File: src/design/crc8af_pkg.sv
package crc8af_pkg;

  // Frame geometry.
  localparam int FRAME_LENGTH_DEFAULT = 13;
  localparam int POS_W = 5;
  localparam logic [POS_W-1:0] POS_MAX = '1;

  // Field widths.
  localparam int BYTE_W = 8;
  localparam int STATUS_W = 3;
  localparam int CRC_W = 8;

  // CRC-8, polynomial 0xD5, MSB first.
  localparam logic [CRC_W-1:0] CRC_POLY = 8'hD5;

  // Configuration port.
  localparam int CFG_INDEX_W = 2;
  localparam int CFG_DATA_W = 8;

  typedef enum logic [CFG_INDEX_W-1:0] {
    REG_ADDRESS_FIRST  = 2'd0,
    REG_ADDRESS_SECOND = 2'd1,
    REG_END_CHAR       = 2'd2
  } cfg_reg_t;

  localparam logic [BYTE_W-1:0] ADDRESS_FIRST_RESET  = 8'h43;
  localparam logic [BYTE_W-1:0] ADDRESS_SECOND_RESET = 8'h43;
  localparam logic [BYTE_W-1:0] END_CHAR_RESET       = 8'h0D;

  typedef enum logic [STATUS_W-1:0] {
    ST_VALID        = 3'd0,
    ST_BAD_ADDRESS  = 3'd1,
    ST_BAD_LENGTH   = 3'd2,
    ST_CRC_MISMATCH = 3'd3,
    ST_NO_END       = 3'd4
  } status_t;

  typedef struct packed {
    logic [BYTE_W-1:0] frame_byte;
    logic              frame_end;
  } byte_item_t;

  typedef struct packed {
    logic [BYTE_W-1:0] address_first;
    logic [BYTE_W-1:0] address_second;
    logic [BYTE_W-1:0] end_char;
  } cfg_t;

  // One byte through the CRC, eight shift steps.
  function automatic logic [CRC_W-1:0] crc8_update(input logic [CRC_W-1:0] crc,
                                                   input logic [BYTE_W-1:0] data);
    logic [CRC_W-1:0] c;
    c = crc ^ data;
    for (int i = 0; i < 8; i++) begin
      if (c[CRC_W-1]) begin
        c = {c[CRC_W-2:0], 1'b0} ^ CRC_POLY;
      end else begin
        c = {c[CRC_W-2:0], 1'b0};
      end
    end
    return c;
  endfunction

  // Lowercase ASCII hex digit of a nibble.
  function automatic logic [BYTE_W-1:0] hex_digit(input logic [3:0] nibble);
    logic [BYTE_W-1:0] d;
    if (nibble < 4'd10) begin
      d = 8'h30 + {4'b0000, nibble};
    end else begin
      d = 8'h57 + {4'b0000, nibble};
    end
    return d;
  endfunction

endpackage

File: src/design/crc8af_if.sv


interface crc8af_result_if;
  logic                              valid;
  logic                              ready;
  logic [crc8af_pkg::STATUS_W-1:0]   status;
  logic [crc8af_pkg::CRC_W-1:0]      computed_crc;

  modport source (output valid, output status, output computed_crc, input ready);
  modport sink (input valid, input status, input computed_crc, output ready);
endinterface

File: src/design/crc8af_check.sv
module crc8af_check #(
  parameter int FRAME_LENGTH = crc8af_pkg::FRAME_LENGTH_DEFAULT
) (
  input  logic                   clk,
  input  logic                   rst,
  input  logic                   stage_valid,
  input  crc8af_pkg::byte_item_t stage_item,
  input  crc8af_pkg::cfg_t       cfg,
  output logic                   stage_take,
  crc8af_result_if.source        result
);

  localparam int POS_W = crc8af_pkg::POS_W;
  localparam logic [POS_W-1:0] SPAN     = POS_W'(FRAME_LENGTH - 3);
  localparam logic [POS_W-1:0] SPAN_LO  = POS_W'(FRAME_LENGTH - 2);
  localparam logic [POS_W-1:0] LAST_POS = POS_W'(FRAME_LENGTH - 1);

  logic [POS_W-1:0]                byte_position;
  logic [crc8af_pkg::CRC_W-1:0]    running_crc;
  logic                            address_bad;
  logic                            crc_bad;
  logic                            end_bad;

  logic [crc8af_pkg::CRC_W-1:0]    running_crc_next;
  logic                            address_bad_next;
  logic                            crc_bad_next;
  logic                            end_bad_next;
  logic                            length_ok;
  crc8af_pkg::status_t             status_next;
  logic [crc8af_pkg::BYTE_W-1:0]   b;
  logic [POS_W-1:0]                pos;

  assign stage_take = stage_valid && (!result.valid || result.ready);
  assign b   = stage_item.frame_byte;
  assign pos = byte_position;

  always_comb begin
    address_bad_next = address_bad
                       || (pos == '0 && b != cfg.address_first)
                       || (pos == POS_W'(1) && b != cfg.address_second);
    if (pos < SPAN) begin
      running_crc_next = crc8af_pkg::crc8_update(running_crc, b);
    end else begin
      running_crc_next = running_crc;
    end
    crc_bad_next = crc_bad
                   || (pos == SPAN && b != crc8af_pkg::hex_digit(running_crc[7:4]))
                   || (pos == SPAN_LO && b != crc8af_pkg::hex_digit(running_crc[3:0]));
    end_bad_next = end_bad || (pos == LAST_POS && b != cfg.end_char);
    length_ok    = (pos != crc8af_pkg::POS_MAX) && (pos == LAST_POS);
    if (address_bad_next) begin
      status_next = crc8af_pkg::ST_BAD_ADDRESS;
    end else if (!length_ok) begin
      status_next = crc8af_pkg::ST_BAD_LENGTH;
    end else if (crc_bad_next) begin
      status_next = crc8af_pkg::ST_CRC_MISMATCH;
    end else if (end_bad_next) begin
      status_next = crc8af_pkg::ST_NO_END;
    end else begin
      status_next = crc8af_pkg::ST_VALID;
    end
  end

  // Frame state: cleared after the last byte, otherwise carried on.
  always_ff @(posedge clk) begin
    if (rst) begin
      byte_position <= '0;
      running_crc   <= '0;
      address_bad   <= 1'b0;
      crc_bad       <= 1'b0;
      end_bad       <= 1'b0;
    end else if (stage_take) begin
      if (stage_item.frame_end) begin
        byte_position <= '0;
        running_crc   <= '0;
        address_bad   <= 1'b0;
        crc_bad       <= 1'b0;
        end_bad       <= 1'b0;
      end else begin
        if (byte_position != crc8af_pkg::POS_MAX) begin
          byte_position <= byte_position + POS_W'(1);
        end
        running_crc <= running_crc_next;
        address_bad <= address_bad_next;
        crc_bad     <= crc_bad_next;
        end_bad     <= end_bad_next;
      end
    end
  end

  always_ff @(posedge clk) begin
    if (rst) begin
      result.valid <= 1'b0;
    end else if (stage_take && stage_item.frame_end) begin
      result.valid <= 1'b1;
    end else if (result.ready) begin
      result.valid <= 1'b0;
    end
  end

  always_ff @(posedge clk) begin
    if (stage_take && stage_item.frame_end) begin
      result.status       <= status_next;
      result.computed_crc <= running_crc_next;
    end
  end

  a_clear_after_last: assert property (@(posedge clk) disable iff (rst)
    stage_take && stage_item.frame_end |=> byte_position == '0 && running_crc == '0)
    else $error("frame state not cleared after last byte");

  a_crc_frozen: assert property (@(posedge clk) disable iff (rst)
    stage_take && !stage_item.frame_end && byte_position >= SPAN |=> $stable(running_crc))
    else $error("crc changed outside its span");

  a_result_source: assert property (@(posedge clk) disable iff (rst)
    $rose(result.valid) |-> $past(stage_take && stage_item.frame_end))
    else $error("result appeared without a last byte");

  a_valid_clean: assert property (@(posedge clk) disable iff (rst)
    stage_take && stage_item.frame_end && status_next == crc8af_pkg::ST_VALID
    |-> !address_bad_next && !crc_bad_next && !end_bad_next && length_ok)
    else $error("valid status with a failed check");

endmodule

File: src/flat_wrapper.sv
// flat-port wrapper written by rule: the top's interface ports become plain ports
module crc8af_check_flat 
#(
  parameter int FRAME_LENGTH = crc8af_pkg::FRAME_LENGTH_DEFAULT
)
  (clk, rst, stage_valid, stage_item, cfg, stage_take, result_valid, result_status, result_computed_crc, result_ready);
  crc8af_result_if result_i ();
  input  logic clk;
  input  logic rst;
  input  logic stage_valid;
  input  crc8af_pkg::byte_item_t stage_item;
  input  crc8af_pkg::cfg_t cfg;
  output logic stage_take;
  output wire logic [$bits(result_i.valid)-1:0] result_valid;
  output wire logic [$bits(result_i.status)-1:0] result_status;
  output wire logic [$bits(result_i.computed_crc)-1:0] result_computed_crc;
  input wire logic [$bits(result_i.ready)-1:0] result_ready;
  assign result_valid = result_i.valid;
  assign result_status = result_i.status;
  assign result_computed_crc = result_i.computed_crc;
  assign result_i.ready = result_ready;
  crc8af_check #(.FRAME_LENGTH(FRAME_LENGTH)) u_core (.clk(clk), .rst(rst), .stage_valid(stage_valid), .stage_item(stage_item), .cfg(cfg), .stage_take(stage_take), .result(result_i));
endmodule
File: config.mk
export PLATFORM = sky130hd
export DESIGN_NAME = crc8af_check_flat
export DESIGN_NICKNAME = d
export VERILOG_FILES = /design/src/design/crc8af_pkg.sv /design/src/design/crc8af_if.sv /design/src/design/crc8af_check.sv /design/src/flat_wrapper.sv
export SDC_FILE = /design/constraint.sdc
export NUM_CORES = 1
export LEC_CHECK = 0
export ABC_AREA = 1
export ABC_CLOCK_PERIOD_IN_PS = 4500
export BUFFER_PORTS_ARGS = -buffer_cell sky130_fd_sc_hd__buf_2
export CORE_ASPECT_RATIO = 0.8
export CORE_UTILIZATION = 53
export CTS_CLUSTER_DIAMETER = 200
export DETAILED_ROUTE_END_ITERATION = 6
export GPL_TIMING_DRIVEN = 0
export PLACE_DENSITY_LB_ADDON = 0.2
export SYNTH_ARGS = -nofsm -noshare
export SYNTH_HDL_FRONTEND = slang
export SYNTH_SLANG_ARGS = --single-unit
File: constraint.sdc
create_clock -name clk -period 4.5 [get_ports clk]
set_clock_uncertainty 0.15 [all_clocks]
set_input_delay 0 -clock clk [delete_from_list [all_inputs] [get_ports clk]]
set_output_delay 0 -clock clk [all_outputs]
set_load 0.01 [all_outputs]
# After elaboration in Yosys (flattened, before gate mapping)
# Index checks and enable logic that the tools add are counted.
# totals
ram_bits	0
n_memories	0
rom_bits	0
reg_bits	28
output_inout_bits	13
latch_bits	0
# classes
addsub	5
n_lt_le_gt_ge	3
n_eq_ne	10
bitwise	10
n_mul	0
n_div	0
mux	29
reduce_logical	20
shifts	0
# ops
op	count
two-way mux 8 bit	19
inequality test 8 bit	5
NOT 5 bit	8
adder 7 x 4 -> 8 bit, first input constant	2
equality test 5 x 4 -> 1 bit, second input constant	3
adder 6 x 4 -> 7 bit, first input constant	2
two-way mux 5 bit	2
logical AND 1 bit	8
< comparator 4 bit, second input constant	2
XOR 8 bit	1
logical OR 1 bit	6
adder 5 x 1 -> 5 bit, second input constant	1
equality test 5 x 1 -> 1 bit, second input constant	1
logical NOT 5 bit	1
< comparator 5 x 4 -> 1 bit, second input constant	1
two-way mux 1 bit	5
inequality test 5 bit, second input constant	1
two-way mux 2 bit	2
nonzero test 2 bit	2
two-way mux 3 bit	1
OR reduction 3 bit	1
AND reduction 2 bit	1
logical NOT 1 bit	1
NOT 1 bit	1

# Depth between registers and ports, before layout
# Gate-level depths: netlist (run 1).
# logic_depth
ltp_word	26
ltp_mapped	19

# Worst setup path before layout (run 1)
# Ideal clock, no wire load.
# synth_timing
kind	reg-to-reg
from	reg u_core.running_crc[5] (netlist name)
to	reg u_core.result.status[0], data pin
t_required_ns	4.096
path_buffers	0
setup_slack_ns	2.521
arrival_ns	1.575
stages_incl_launch_ff	10
path_cell_list	dfxtp_1 -> inv_2 -> ha_1 -> o21ai_0 -> nor2_1 -> nor3_1 -> nand4_1 -> nand4_1 -> nand3_1 -> a21o_1
# synth_via
elab_chain_cells	8
elab_cells_between_ends	10
cone_classes	2 x add/sub; 1 x order compare; 1 x eq/ne; 3 x mux; 3 x reduce/logical
# synth_rtl
element	line_no	rtl
start, declared	crc8af_check.sv:19	logic [crc8af_pkg::CRC_W-1:0] running_crc;
start signal, assigned	crc8af_check.sv:83	running_crc <= running_crc_next;
adder 7 x 4 -> 8 bit, or another cell as far along	crc8af_pkg.sv:70	d = 8'h57 + {4'b0000, nibble};
two-way mux 8 bit (*)	crc8af_pkg.sv:67	if (nibble < 4'd10) begin
inequality test 8 bit (*)	crc8af_check.sv:47	|| (pos == SPAN && b != crc8af_pkg::hex_digit(running_crc[7:4]))
logical AND 1 bit (*)	crc8af_check.sv:47	
logical OR 1 bit (*)	crc8af_check.sv:47	
logical OR 1 bit (*)	crc8af_check.sv:48	|| (pos == SPAN_LO && b != crc8af_pkg::hex_digit(running_crc[3:0]));
two-way mux 2 bit (*)	crc8af_check.sv:55	end else if (crc_bad_next) begin
two-way mux 2 bit (*)	crc8af_check.sv:53	end else if (!length_ok) begin
end signal, assigned	crc8af_check.sv:103	result.status <= status_next;
end, declared	crc8af_if.sv:9	modport source (output valid, output status, output computed_crc, input ready);
# Mark *: on every way between the ends. The rest lies on a longest branch, timed or not.
# A chain may end at the register's enable or synchronous reset.

# Worst setup path in the final report (run 1)
# layout_timing
from	in result_ready
to	reg u_core.byte_position[0]
# layout_via
elab_chain_cells	3
# layout_rtl
element	line_no	rtl
start, declared	flat_wrapper.sv:17	input wire logic [$bits(result_i.ready)-1:0] result_ready;
logical OR 1 bit	crc8af_check.sv:33	assign stage_take = stage_valid && (!result.valid || result.ready);
logical AND 1 bit	crc8af_check.sv:33	
AND reduction 2 bit (no source line)	-	
end signal, assigned	crc8af_check.sv:81	byte_position <= byte_position + POS_W'(1);
end, declared	crc8af_check.sv:18	logic [POS_W-1:0] byte_position;
# Every way passes these cells.

==> reports/results.tsv, run 1 <==
stage	metric	value	unit
grt	grt_pass1_wl	9840	microns
logic_synthesis	synth-seq-cells	28	
place	routabilityCongestion	0.865	
sta	fmax	370	MHz
grt	track_usage	25.3	%
clocking	htree_levels	1	
die	io_pins	50	
sta	period_minus_slack	2700	ps
run_status	run_status	finished, final reports clean	
logic_synthesis	synth-edff-count	11	
logic_synthesis	synthFlopType	dfxtp_1	
worst_setup_path	max_stage_delay	670	ps
logic_synthesis	yosysTopAreaCell	nand2_1	
die	die_w	77.3	microns
layout	area_growth	16.3	%
sta	rsz0062_at_grt	no	
logic_synthesis	synthDistinctLibCells	36	
drt	postRouteAntennaNets	0	
drt	drt-wirelength-per-cell	11.9	microns
clocking	insertion_delay	270	ps
worst_setup_path	r2r-start	u_core.result.valid$_SDFFE_PP0P_	
clocking	cts_setup_buffers	0	
sta	fin_setup_tns	0	ps
drt	first_iter_violations	123	
worst_setup_path	crit_arrival	2720	ps
worst_setup_path	critPathLaunchType	primary input	
clocking	cts_tree	built	
drt	drcViolationCount	0	
worst_setup_path	crit_slowest_cell	nor2_1	
grt	first_global_vias	2218	
clocking	clk_pin_slew	100	ps
die	initial_utilization	56.5	%
logic_synthesis	synth_area_leaders	nand2_1 (15%), dfxtp_1 (14%), edfxtp_1 (14%), inv_1 (6.6%), xnor2_1 (4.7%)	
hold_path	min_from	stage_valid	
logic_synthesis	async_flop_share	0	%
run	max_cap_viol_count	0	
drt	vias	2437	
logic_synthesis	yosysTopAreaCellShare	15.1	%
power	p_per_area	367	nW/um^2
logic_synthesis	synthTopCellsByCount	nand2_1 (97), inv_1 (42), nand3_1 (20), nor2_1 (20)	
layout	final_cell_area	2800	sq um
sta	drv_slew	0	
place	io_buffers	45	
logic_synthesis	ys_seq_area_share	27.9	%
die	rows	21	
sta	tightest_slew	854	ps
place	dpl-instance-area	2700	sq um
logic_synthesis	synth.most_common_cell	nand2_1	
clocking	cts_buffer_depth	2	
sta	timing.hold.ws	29.9	ps
die	dieArea	4810	sq um
logic_synthesis	synth.net_count	405	
drt	drt_wl_total	5610	microns
sta	relSlewSlack	42.9	%
drt	drt-vias-per-instance	5.17	
clocking	cts.sinks	28	
layout	drive_gt1_share	23.9	%
grt	grt_max_degree	16	
place	dp_hpwl	4560	microns
die	dieHeight	62.2	microns
sta	post-route-period-util	60.0	%
clocking	postCtsHoldBufs	4	
layout	antenna-diode-count	0	
drt	dr.pass1.iters	4	
power	finalPower	1.03	mW
logic_synthesis	synth_area_per_cell	6.66	sq um
worst_setup_path	rrSetupSlack	1830	ps
clocking	ctsRootBufferMaster	clkbuf_8	
die	coreArea	4260	sq um
sta	finalHoldViolCount	0	
worst_setup_path	crit_fanout	12	
layout	layout.nets	459	
clocking	cts_made_buffers	3	
worst_setup_path	critPathCaptureType	flip-flop	
logic_synthesis	synth_cells	361	
power	max-vdd-ir-drop	0.206	mV
logic_synthesis	syn_area	2400	sq um
power	cellLeakagePower	1.37	nW
logic_synthesis	yosysWarningCount	0	
grt	antenna_found_initial	0	
grt	grt_overflow	0	
worst_setup_path	crit_chain	dlygate4sd3_1 -> buf_2 -> inv_1 -> nand2_1 -> nand2_1 -> nor2_1 -> inv_1 -> nand2_1 -> inv_1 -> a21oi_1 -> a211oi_1 -> dlygate4sd3_1	
hold_path	hp-class	in -> reg	
worst_setup_path	crit_type	in -> reg	
worst_setup_path	crit_start	result_ready	
sta	setup_violations	0	
worst_setup_path	worstPathRequired	4520	ps
clocking	cts_resized	0	
## where the power goes
part | switching [mW] | internal, mW | total, mW
clock network | 0.0758 | 0.0783 | 0.154
logic | 0.335 | 0.193 | 0.528
registers | 0.0245 | 0.319 | 0.343
total | 0.436 | 0.590 | 1.03
## cell usage in the layout, fill, tap and decap left out, types with 2 or more instances in the layout
cell,Yosys,layout
nor2_1,20,20
edfxtp_1,11,11
dlygate4sd3_1,0,4
o21ai_1,2,2
nand2_1,97,97
clkbuf_8,0,4
nand2_4,2,2
nand3_2,4,4
o41ai_1,2,2
nor3_1,7,7
o21ai_0,17,17
nand4_1,12,12
ha_1,7,7
nand2_2,17,17
nand3_1,20,20
inv_1,42,42
or2_2,10,10
clkbuf_1,2,2
dfxtp_1,17,17
mux2i_1,2,2
xnor2_1,13,13
buf_2,6,51
inv_2,7,7
xor2_1,12,12
a21oi_1,17,17
nor4_1,3,3
## flip-flops by register name, summed over array words and instances, names as in the netlist
| signal | count |
|---|---|
| u_core.result.computed_crc | 8 |
| u_core.running_crc | 8 |
| u_core.byte_position | 5 |
| u_core.result.status | 3 |
| u_core.address_bad | 1 |
| u_core.crc_bad | 1 |
| u_core.end_bad | 1 |
| u_core.result.valid | 1 |
## final cells by class
| class | count | area [sq um] |
|---|---|---|
| inverters | 50 | 188 |
| plain buffers | 9 | 42.5 |
| well taps | 57 | 71.3 |
| flip-flops and latches | 28 | 671 |
| clock buffers | 4 | 55.1 |
| multi-input cells | 274 | 1500 |
| fillers | 412 | 1460 |
| repair buffers | 49 | 265 |
## worst paths after layout
path | endpoint | depth (start not counted)
hold reg to reg | u_core.end_bad$_SDFFE_PP0P_ | 2
hold / removal | u_core.end_bad$_SDFFE_PP0P_ | 5
setup / recovery | u_core.byte_position[0]$_SDFFE_PP0P_ | 12
setup reg to reg | u_core.byte_position[0]$_SDFFE_PP0P_ | 9
## through the flow
stage / setup WS [ps] / utilization [%] / instances
final: 1800 / 65.7 / 471
after global routing: 1480 / 65.7 / 471
after CTS: 1800 / 65.7 / 471
after detailed placement: 2180 / 63.4 / 463
after global placement: 2220 / 63.4 / 463
after floorplan: 2520 / - / 361
## critical path, delay by kind of cell
family                 cells  cell delay (ps)
AO/OA/AOI/OAI              2              180
buffers and inverters      6             1510
AND/OR/NAND/NOR            4             1030
## kinds of logic (layout without fill, tap and decap cells)
group | after synthesis | in the layout | synth area share (%)
flops | 28 | 28 | 27.9
compound gates | 46 | 46 | 11.0
mux | 2 | 2 | 0.833
fa+ha+maj | 7 | 7 | 3.64
xor+xnor | 25 | 25 | 9.11
buf+inv | 59 | 112 | 9.58
simple gates | 194 | 194 | 37.9
## per-layer routing
metal / vias to the layer above / track usage, % / wire (microns)
li1: 1275 / - / -
met1: 1063 / 35.1 / 2690
met2: 95 / 41.3 / 2460
met3: 4 / 3.82 / 426
met4: 0 / 5.42 / 36
met5: - / 0 / 0
Note: power is estimated with default switching activity, not from simulation.
==> run 2: changes to the inputs <==
--- a/config.mk
+++ b/config.mk
@@ -6,10 +6,10 @@
 export NUM_CORES = 1
 export LEC_CHECK = 0
 export ABC_AREA = 1
-export ABC_CLOCK_PERIOD_IN_PS = 4500
+export ABC_CLOCK_PERIOD_IN_PS = 2210
 export BUFFER_PORTS_ARGS = -buffer_cell sky130_fd_sc_hd__buf_2
 export CORE_ASPECT_RATIO = 0.8
-export CORE_UTILIZATION = 53
+export CORE_UTILIZATION = 50
 export CTS_CLUSTER_DIAMETER = 200
 export DETAILED_ROUTE_END_ITERATION = 6
 export GPL_TIMING_DRIVEN = 0
==> constraint.sdc (replaced) <==
create_clock -name clk -period 2.21 [get_ports clk]
set_clock_uncertainty 0.15 [all_clocks]
set_input_delay 0 -clock clk [delete_from_list [all_inputs] [get_ports clk]]
set_output_delay 0 -clock clk [all_outputs]
set_load 0.01 [all_outputs]
==> run 2 against run 1 <==
Compared with the run above: non-clock buffer count rose by 2; hold slack better by 68 ps; die area grew 5.8%; final area increased by 4.6%; global-route usage down 1.4 points; worst setup slack lost 1700 ps; wire length up 8.2%; critical path type is now reg -> reg; critical endpoint is now u_core.result.computed_crc[6]$_DFFE_PP_; highest routed layer is now met3.
==> reports/results.tsv, run 2 (same netlist as run 1, synthesis figures left out) <==
stage	metric	value	unit
place	dp.cells	466	
layout	instances_no_fill	476	
power	p_per_area	759	nW/um^2
sta	period_minus_slack	2120	ps
worst_setup_path	r2r_end	u_core.result.computed_crc[6]$_DFFE_PP_	
sta	post-route-period-util	95.8	%
drt	drcViolationCount	0	
layout	fin_util	63.6	%
layout	reg_top3	u_core.result.computed_crc x8, u_core.running_crc x8, u_core.byte_position x5	
grt	first_global_vias	2064	
clocking	cts_made_buffers	3	
die	io_pins	50	
sta	timing.hold.ws	97.7	ps
drt	drt-vias-per-instance	5.18	
drt	first_iter_violations	107	
sta	worst_slack	92.5	ps
sta	setup_violations	0	
drt	dr.pass1.iters	4	
die	die_w	79.5	microns
power	cellLeakagePower	1.42	nW
layout	area_growth	21.7	%
place	dp_slack	-57.3	ps
run_status	run_status	finished, final reports clean	
die	dieHeight	64.0	microns
drt	drt_wl_total	6070	microns
grt	antenna_found_initial	0	
layout	final_cell_area	2920	sq um
die	initial_utilization	52.3	%
worst_setup_path	crit_arrival	1990	ps
hold_path	min_from	stage_valid	
hold_path	hp-class	in -> reg	
worst_setup_path	critPathCaptureType	flip-flop	
worst_setup_path	rr_worst_depth	13	
layout	antenna-diode-count	0	
hold_path	worst_hold_path.endpoint	u_core.end_bad$_SDFFE_PP0P_	
grt	grt_pass1_wl	9580	microns
clocking	cts_tree	built	
layout	layout.nets	461	
run	max_cap_viol_count	0	
clocking	insertion_delay	270	ps
grt	grt_overflow	0	
grt	grt_max_degree	16	
sta	finalHoldViolCount	0	
die	dieArea	5090	sq um
place	dp_hpwl	4650	microns
power	max-vdd-ir-drop	0.437	mV
clocking	htree_levels	1	
drt	postRouteAntennaNets	0	
sta	tightest_slew	620	ps
clocking	ctsRootBufferMaster	clkbuf_8	
sta	fmax	472	MHz
clocking	clk_pin_slew	90	ps
drt	vias	2465	
worst_setup_path	worstPathRequired	2080	ps
place	dpl-instance-area	2700	sq um
drt	drt-wirelength-per-cell	12.7	microns
die	coreArea	4600	sq um
worst_setup_path	rrSetupSlack	90	ps
worst_setup_path	crit_fanout	8	
grt	track_usage	23.9	%
layout	layout_common_cells	nand2_1 (95), buf_2 (50), inv_1 (41), nor2_1 (19)	
layout	layout_commonest_cell	nand2_1	
place	routabilityCongestion	0.918	
layout	drive_gt1_share	29.3	%
clocking	cts_buffer_depth	2	
place	io_buffers	45	
worst_setup_path	crit_type	reg -> reg	
sta	relSlewSlack	58.1	%
clocking	cts.sinks	28	
worst_setup_path	r2r-start	u_core.running_crc[2]$_SDFFE_PP0P_	
die	rows	22	
sta	drv_slew	0	
worst_setup_path	critPathLaunchType	flip-flop	
hold_path	worstHoldPathCells	5	
-- run 2: layout make-up --
type	instances	area (sq um)
fillers	419	1670
multi-input cells	274	1600
flip-flops and latches	28	688
repair buffers	51	278
inverters	50	193
well taps	60	75.1
plain buffers	9	47.5
clock buffers	4	45.0
-- run 2: metrics by stage --
step                      power, mW  setup TNS [ps]
after floorplan                1.51               0
after global placement         1.74           -73.6
after detailed placement       1.76           -91.2
after CTS                      2.05               0
after global routing           2.39           -81.7
final                          2.22               0
-- run 2: where the power goes --
part | internal, mW | total, mW | switching (mW)
logic | 0.460 | 1.23 | 0.771
registers | 0.656 | 0.709 | 0.0535
clock network | 0.129 | 0.279 | 0.150
-- run 2: layer usage --
metal | vias up | wire length [microns] | GRT usage (%)
li1 | 1274 | - | -
met1 | 1113 | 3010 | 36.8
met2 | 78 | 2730 | 36.1
met3 | 0 | 331 | 2.14
met4 | 0 | 0 | 4.09
met5 | - | 0 | 0
-- run 2: timing repair --
action / CTS / global route
setup endpoints to repair: 4 / 18
buffers inserted: 0 / 3
hold endpoints to repair: 9 / 0
gates resized for setup: 3 / 36
gates cloned: 0 / 0
hold buffers: 3 / 0
pin swaps: 0 / 9
-- run 2: worst max path at each step --
stage	startpoint	to	slack (ps)
3_5_place_dp	u_core.running_crc[5]$_SDFFE_PP0P_	u_core.result.status[0]$_SDFFCE_PP1P_	-60
5_1_grt	u_core.running_crc[3]$_SDFFE_PP0P_	u_core.running_crc[7]$_SDFFE_PP0P_	-20
2_1_floorplan	u_core.running_crc[5]$_SDFFE_PP0P_	u_core.result.status[0]$_SDFFCE_PP1P_	230
4_1_cts	u_core.running_crc[5]$_SDFFE_PP0P_	u_core.result.status[0]$_SDFFCE_PP1P_	4
3_3_place_gp	u_core.running_crc[5]$_SDFFE_PP0P_	u_core.result.status[0]$_SDFFCE_PP1P_	-50
6_report	u_core.running_crc[2]$_SDFFE_PP0P_	u_core.result.computed_crc[6]$_DFFE_PP_	90
-- run 2: critical path, cell delays in order, from the launching register on --
cell	delay [ps]
dfxtp_1	310
clkbuf_4	190
xnor2_2	210
nand3_1	100
nand2_1	160
inv_1	100
nand2_4	90
nand2_2	80
nand2_4	90
nand2_4	80
nand2_2	80
nand3_2	90
nand2_2	70
nand2_2	70
==> run 3: changes to the inputs <==
--- a/config.mk
+++ b/config.mk
@@ -10,10 +10,12 @@
 export BUFFER_PORTS_ARGS = -buffer_cell sky130_fd_sc_hd__buf_2
 export CORE_ASPECT_RATIO = 0.8
 export CORE_UTILIZATION = 50
+export CTS_BUF_LIST = sky130_fd_sc_hd__clkbuf_8 sky130_fd_sc_hd__clkbuf_16
 export CTS_CLUSTER_DIAMETER = 200
 export DETAILED_ROUTE_END_ITERATION = 6
 export GPL_TIMING_DRIVEN = 0
 export PLACE_DENSITY_LB_ADDON = 0.2
+export SETUP_SLACK_MARGIN = 0.4
 export SYNTH_ARGS = -nofsm -noshare
 export SYNTH_HDL_FRONTEND = slang
 export SYNTH_SLANG_ARGS = --single-unit
==> run 3 against run 2 <==
Compared with the run above: final area rose by 16%; via count rose by 10%; sequential power rose by 1%; sequential share of layout area fell by 3.0 points; fmax rose by 1.1%; critical endpoint is now u_core.result.status[0]$_SDFFCE_PP1P_.
==> reports/results.tsv, run 3 (same netlist as run 1, synthesis figures left out) <==
stage	metric	value	unit
drt	first_iter_violations	192	
drt	postRouteAntennaNets	0	
power	p_per_area	803	nW/um^2
layout	antenna-diode-count	0	
layout	layout_common_cells	nand2_1 (80), buf_2 (50), inv_1 (35), buf_4 (24), nand2_2 (23)	
clocking	cts.sinks	28	
sta	relSlewSlack	51.8	%
layout	instances_no_fill	498	
worst_setup_path	r2r-start	u_core.running_crc[7]$_SDFFE_PP0P_	
die	dieHeight	64.0	microns
grt	grt_pass1_wl	10700	microns
run_status	run_status	finished, final reports clean	
layout	drive_gt1_share	43.2	%
sta	finalHoldViolCount	0	
grt	grt_overflow	0	
clocking	ctsRootBufferMaster	clkbuf_8	
worst_setup_path	crit_arrival	1980	ps
clocking	cts_made_buffers	3	
drt	drt-vias-per-instance	5.45	
layout	area_growth	41.3	%
die	rows	22	
clocking	cts_tree	built	
worst_setup_path	rr_worst_depth	10	
drt	vias	2713	
power	finalPower	2.73	mW
worst_setup_path	critPathLaunchType	flip-flop	
worst_setup_path	worstPathRequired	2100	ps
sta	tightest_slew	714	ps
die	die_w	79.5	microns
die	dieArea	5090	sq um
worst_setup_path	crit_fanout	5	
power	max-vdd-ir-drop	0.487	mV
die	coreArea	4600	sq um
worst_setup_path	r2r_end	u_core.result.status[0]$_SDFFCE_PP1P_	
clocking	cts_buffer_depth	2	
worst_setup_path	crit_type	reg -> reg	
worst_setup_path	rrSetupSlack	120	ps
sta	fmax	478	MHz
worst_setup_path	crit_start	u_core.running_crc[7]$_SDFFE_PP0P_	
drt	dr.pass1.iters	5	
die	initial_utilization	52.3	%
place	dp.cells	466	
hold_path	hp-class	in -> reg	
drt	drt-wirelength-per-cell	14.1	microns
run	max_cap_viol_count	0	
sta	fin_setup_tns	0	ps
grt	track_usage	26.2	%
hold_path	min_from	stage_valid	
grt	grt_max_degree	16	
clocking	insertion_delay	270	ps
clocking	htree_levels	1	
layout	layout.nets	483	
drt	drt_wl_total	7040	microns
place	io_buffers	45	
hold_path	worst_hold_path.endpoint	u_core.end_bad$_SDFFE_PP0P_	
die	io_pins	50	
grt	first_global_vias	2337	
sta	setup_violations	0	
sta	post-route-period-util	94.8	%
drt	drcViolationCount	0	
clocking	clk_pin_slew	100	ps
sta	drv_slew	0	
grt	antenna_found_initial	0	
layout	layout_commonest_cell	nand2_1	
power	cellLeakagePower	1.60	nW
sta	rsz0062_at_grt	yes	
place	dp_hpwl	4760	microns
worst_setup_path	critPathCaptureType	flip-flop	
sta	period_minus_slack	2090	ps
hold_path	worstHoldPathCells	5	
layout	reg_top3	u_core.result.computed_crc x8, u_core.running_crc x8, u_core.byte_position x5	
place	routabilityCongestion	0.844	
## run 3: cell types whose count changed in the layout (fill, tap and decap cells not counted), moves of 4 or more
cell	delta
buf_4	+21
nor3_2	+4
nand2_1	-15
inv_1	-6
nand2_2	+6
nand2_4	+8
dfxtp_1	-4
nor3_1	-4
o21ai_0	-5
## run 3: cell type report
cell class | instances | area, sq um
fill | 339 | 1200
clock buffer | 4 | 55.1
tap | 60 | 75.1
timing repair buffer | 73 | 459
buffer | 9 | 55.1
inverter | 50 | 205
sequential | 28 | 698
multi-input combinational | 274 | 1850
## run 3: layer usage
layer / vias up / GRT usage, % / part of all wire (%)
met4: 0 / 3.41 / 0.78
met5: - / 0 / 0
met3: 10 / 2.86 / 6.6
li1: 1322 / - / -
met2: 133 / 43.2 / 48
met1: 1248 / 37.6 / 45
## run 3: worst max-delay path: stages (launching register included)
cell     delay (ps)
dfxtp_4         400
inv_4            60
buf_4           130
buf_4           130
o21ai_2         120
nand3_1         110
nor3_2          180
nand4_1         120
nand4_1         130
nand3_2         130
a21o_1          190
## run 3: how the worst max path moves through the flow
stage / endpoint / slack [ps] / depth (start not counted)
final: u_core.result.status[0]$_SDFFCE_PP1P_ / 120 / 10
after global routing: u_core.result.status[0]$_SDFFCE_PP1P_ / 3 / 11
after CTS: u_core.result.computed_crc[6]$_DFFE_PP_ / 200 / 16
after detailed placement: u_core.result.computed_crc[5]$_DFFE_PP_ / 90 / 10
after global placement: u_core.result.status[0]$_SDFFCE_PP1P_ / 170 / 10
after floorplan: u_core.result.computed_crc[7]$_DFFE_PP_ / 370 / 16
## run 3: through the flow
step           cell area [sq um]  util, %  setup slack, ps  hold slack (ps)
2_1_floorplan               2440        -              368            -71.5
6_report                    3400     73.9              116             96.9
3_5_place_dp                2740     59.7             90.1             60.6
4_1_cts                     3110     67.6              198              105
5_1_grt                     3400     73.9             3.48              135
3_3_place_gp                2740     59.7              168             47.8
## run 3: what timing repair did
| action | in CTS | in global routing |
|---|---|---|
| buffers inserted | 10 | 15 |
| pin swaps | 19 | 30 |
| hold buffers | 3 | 0 |
| setup endpoints to repair | 24 | 26 |
| gates resized for setup | 46 | 51 |
| hold endpoints to repair | 9 | 0 |
## run 3: where the power goes
| group | internal [mW] | total (mW) | switching [mW] |
|---|---|---|---|
| logic | 0.710 | 1.70 | 0.987 |
| registers | 0.658 | 0.717 | 0.0592 |
| clock network | 0.159 | 0.313 | 0.154 |
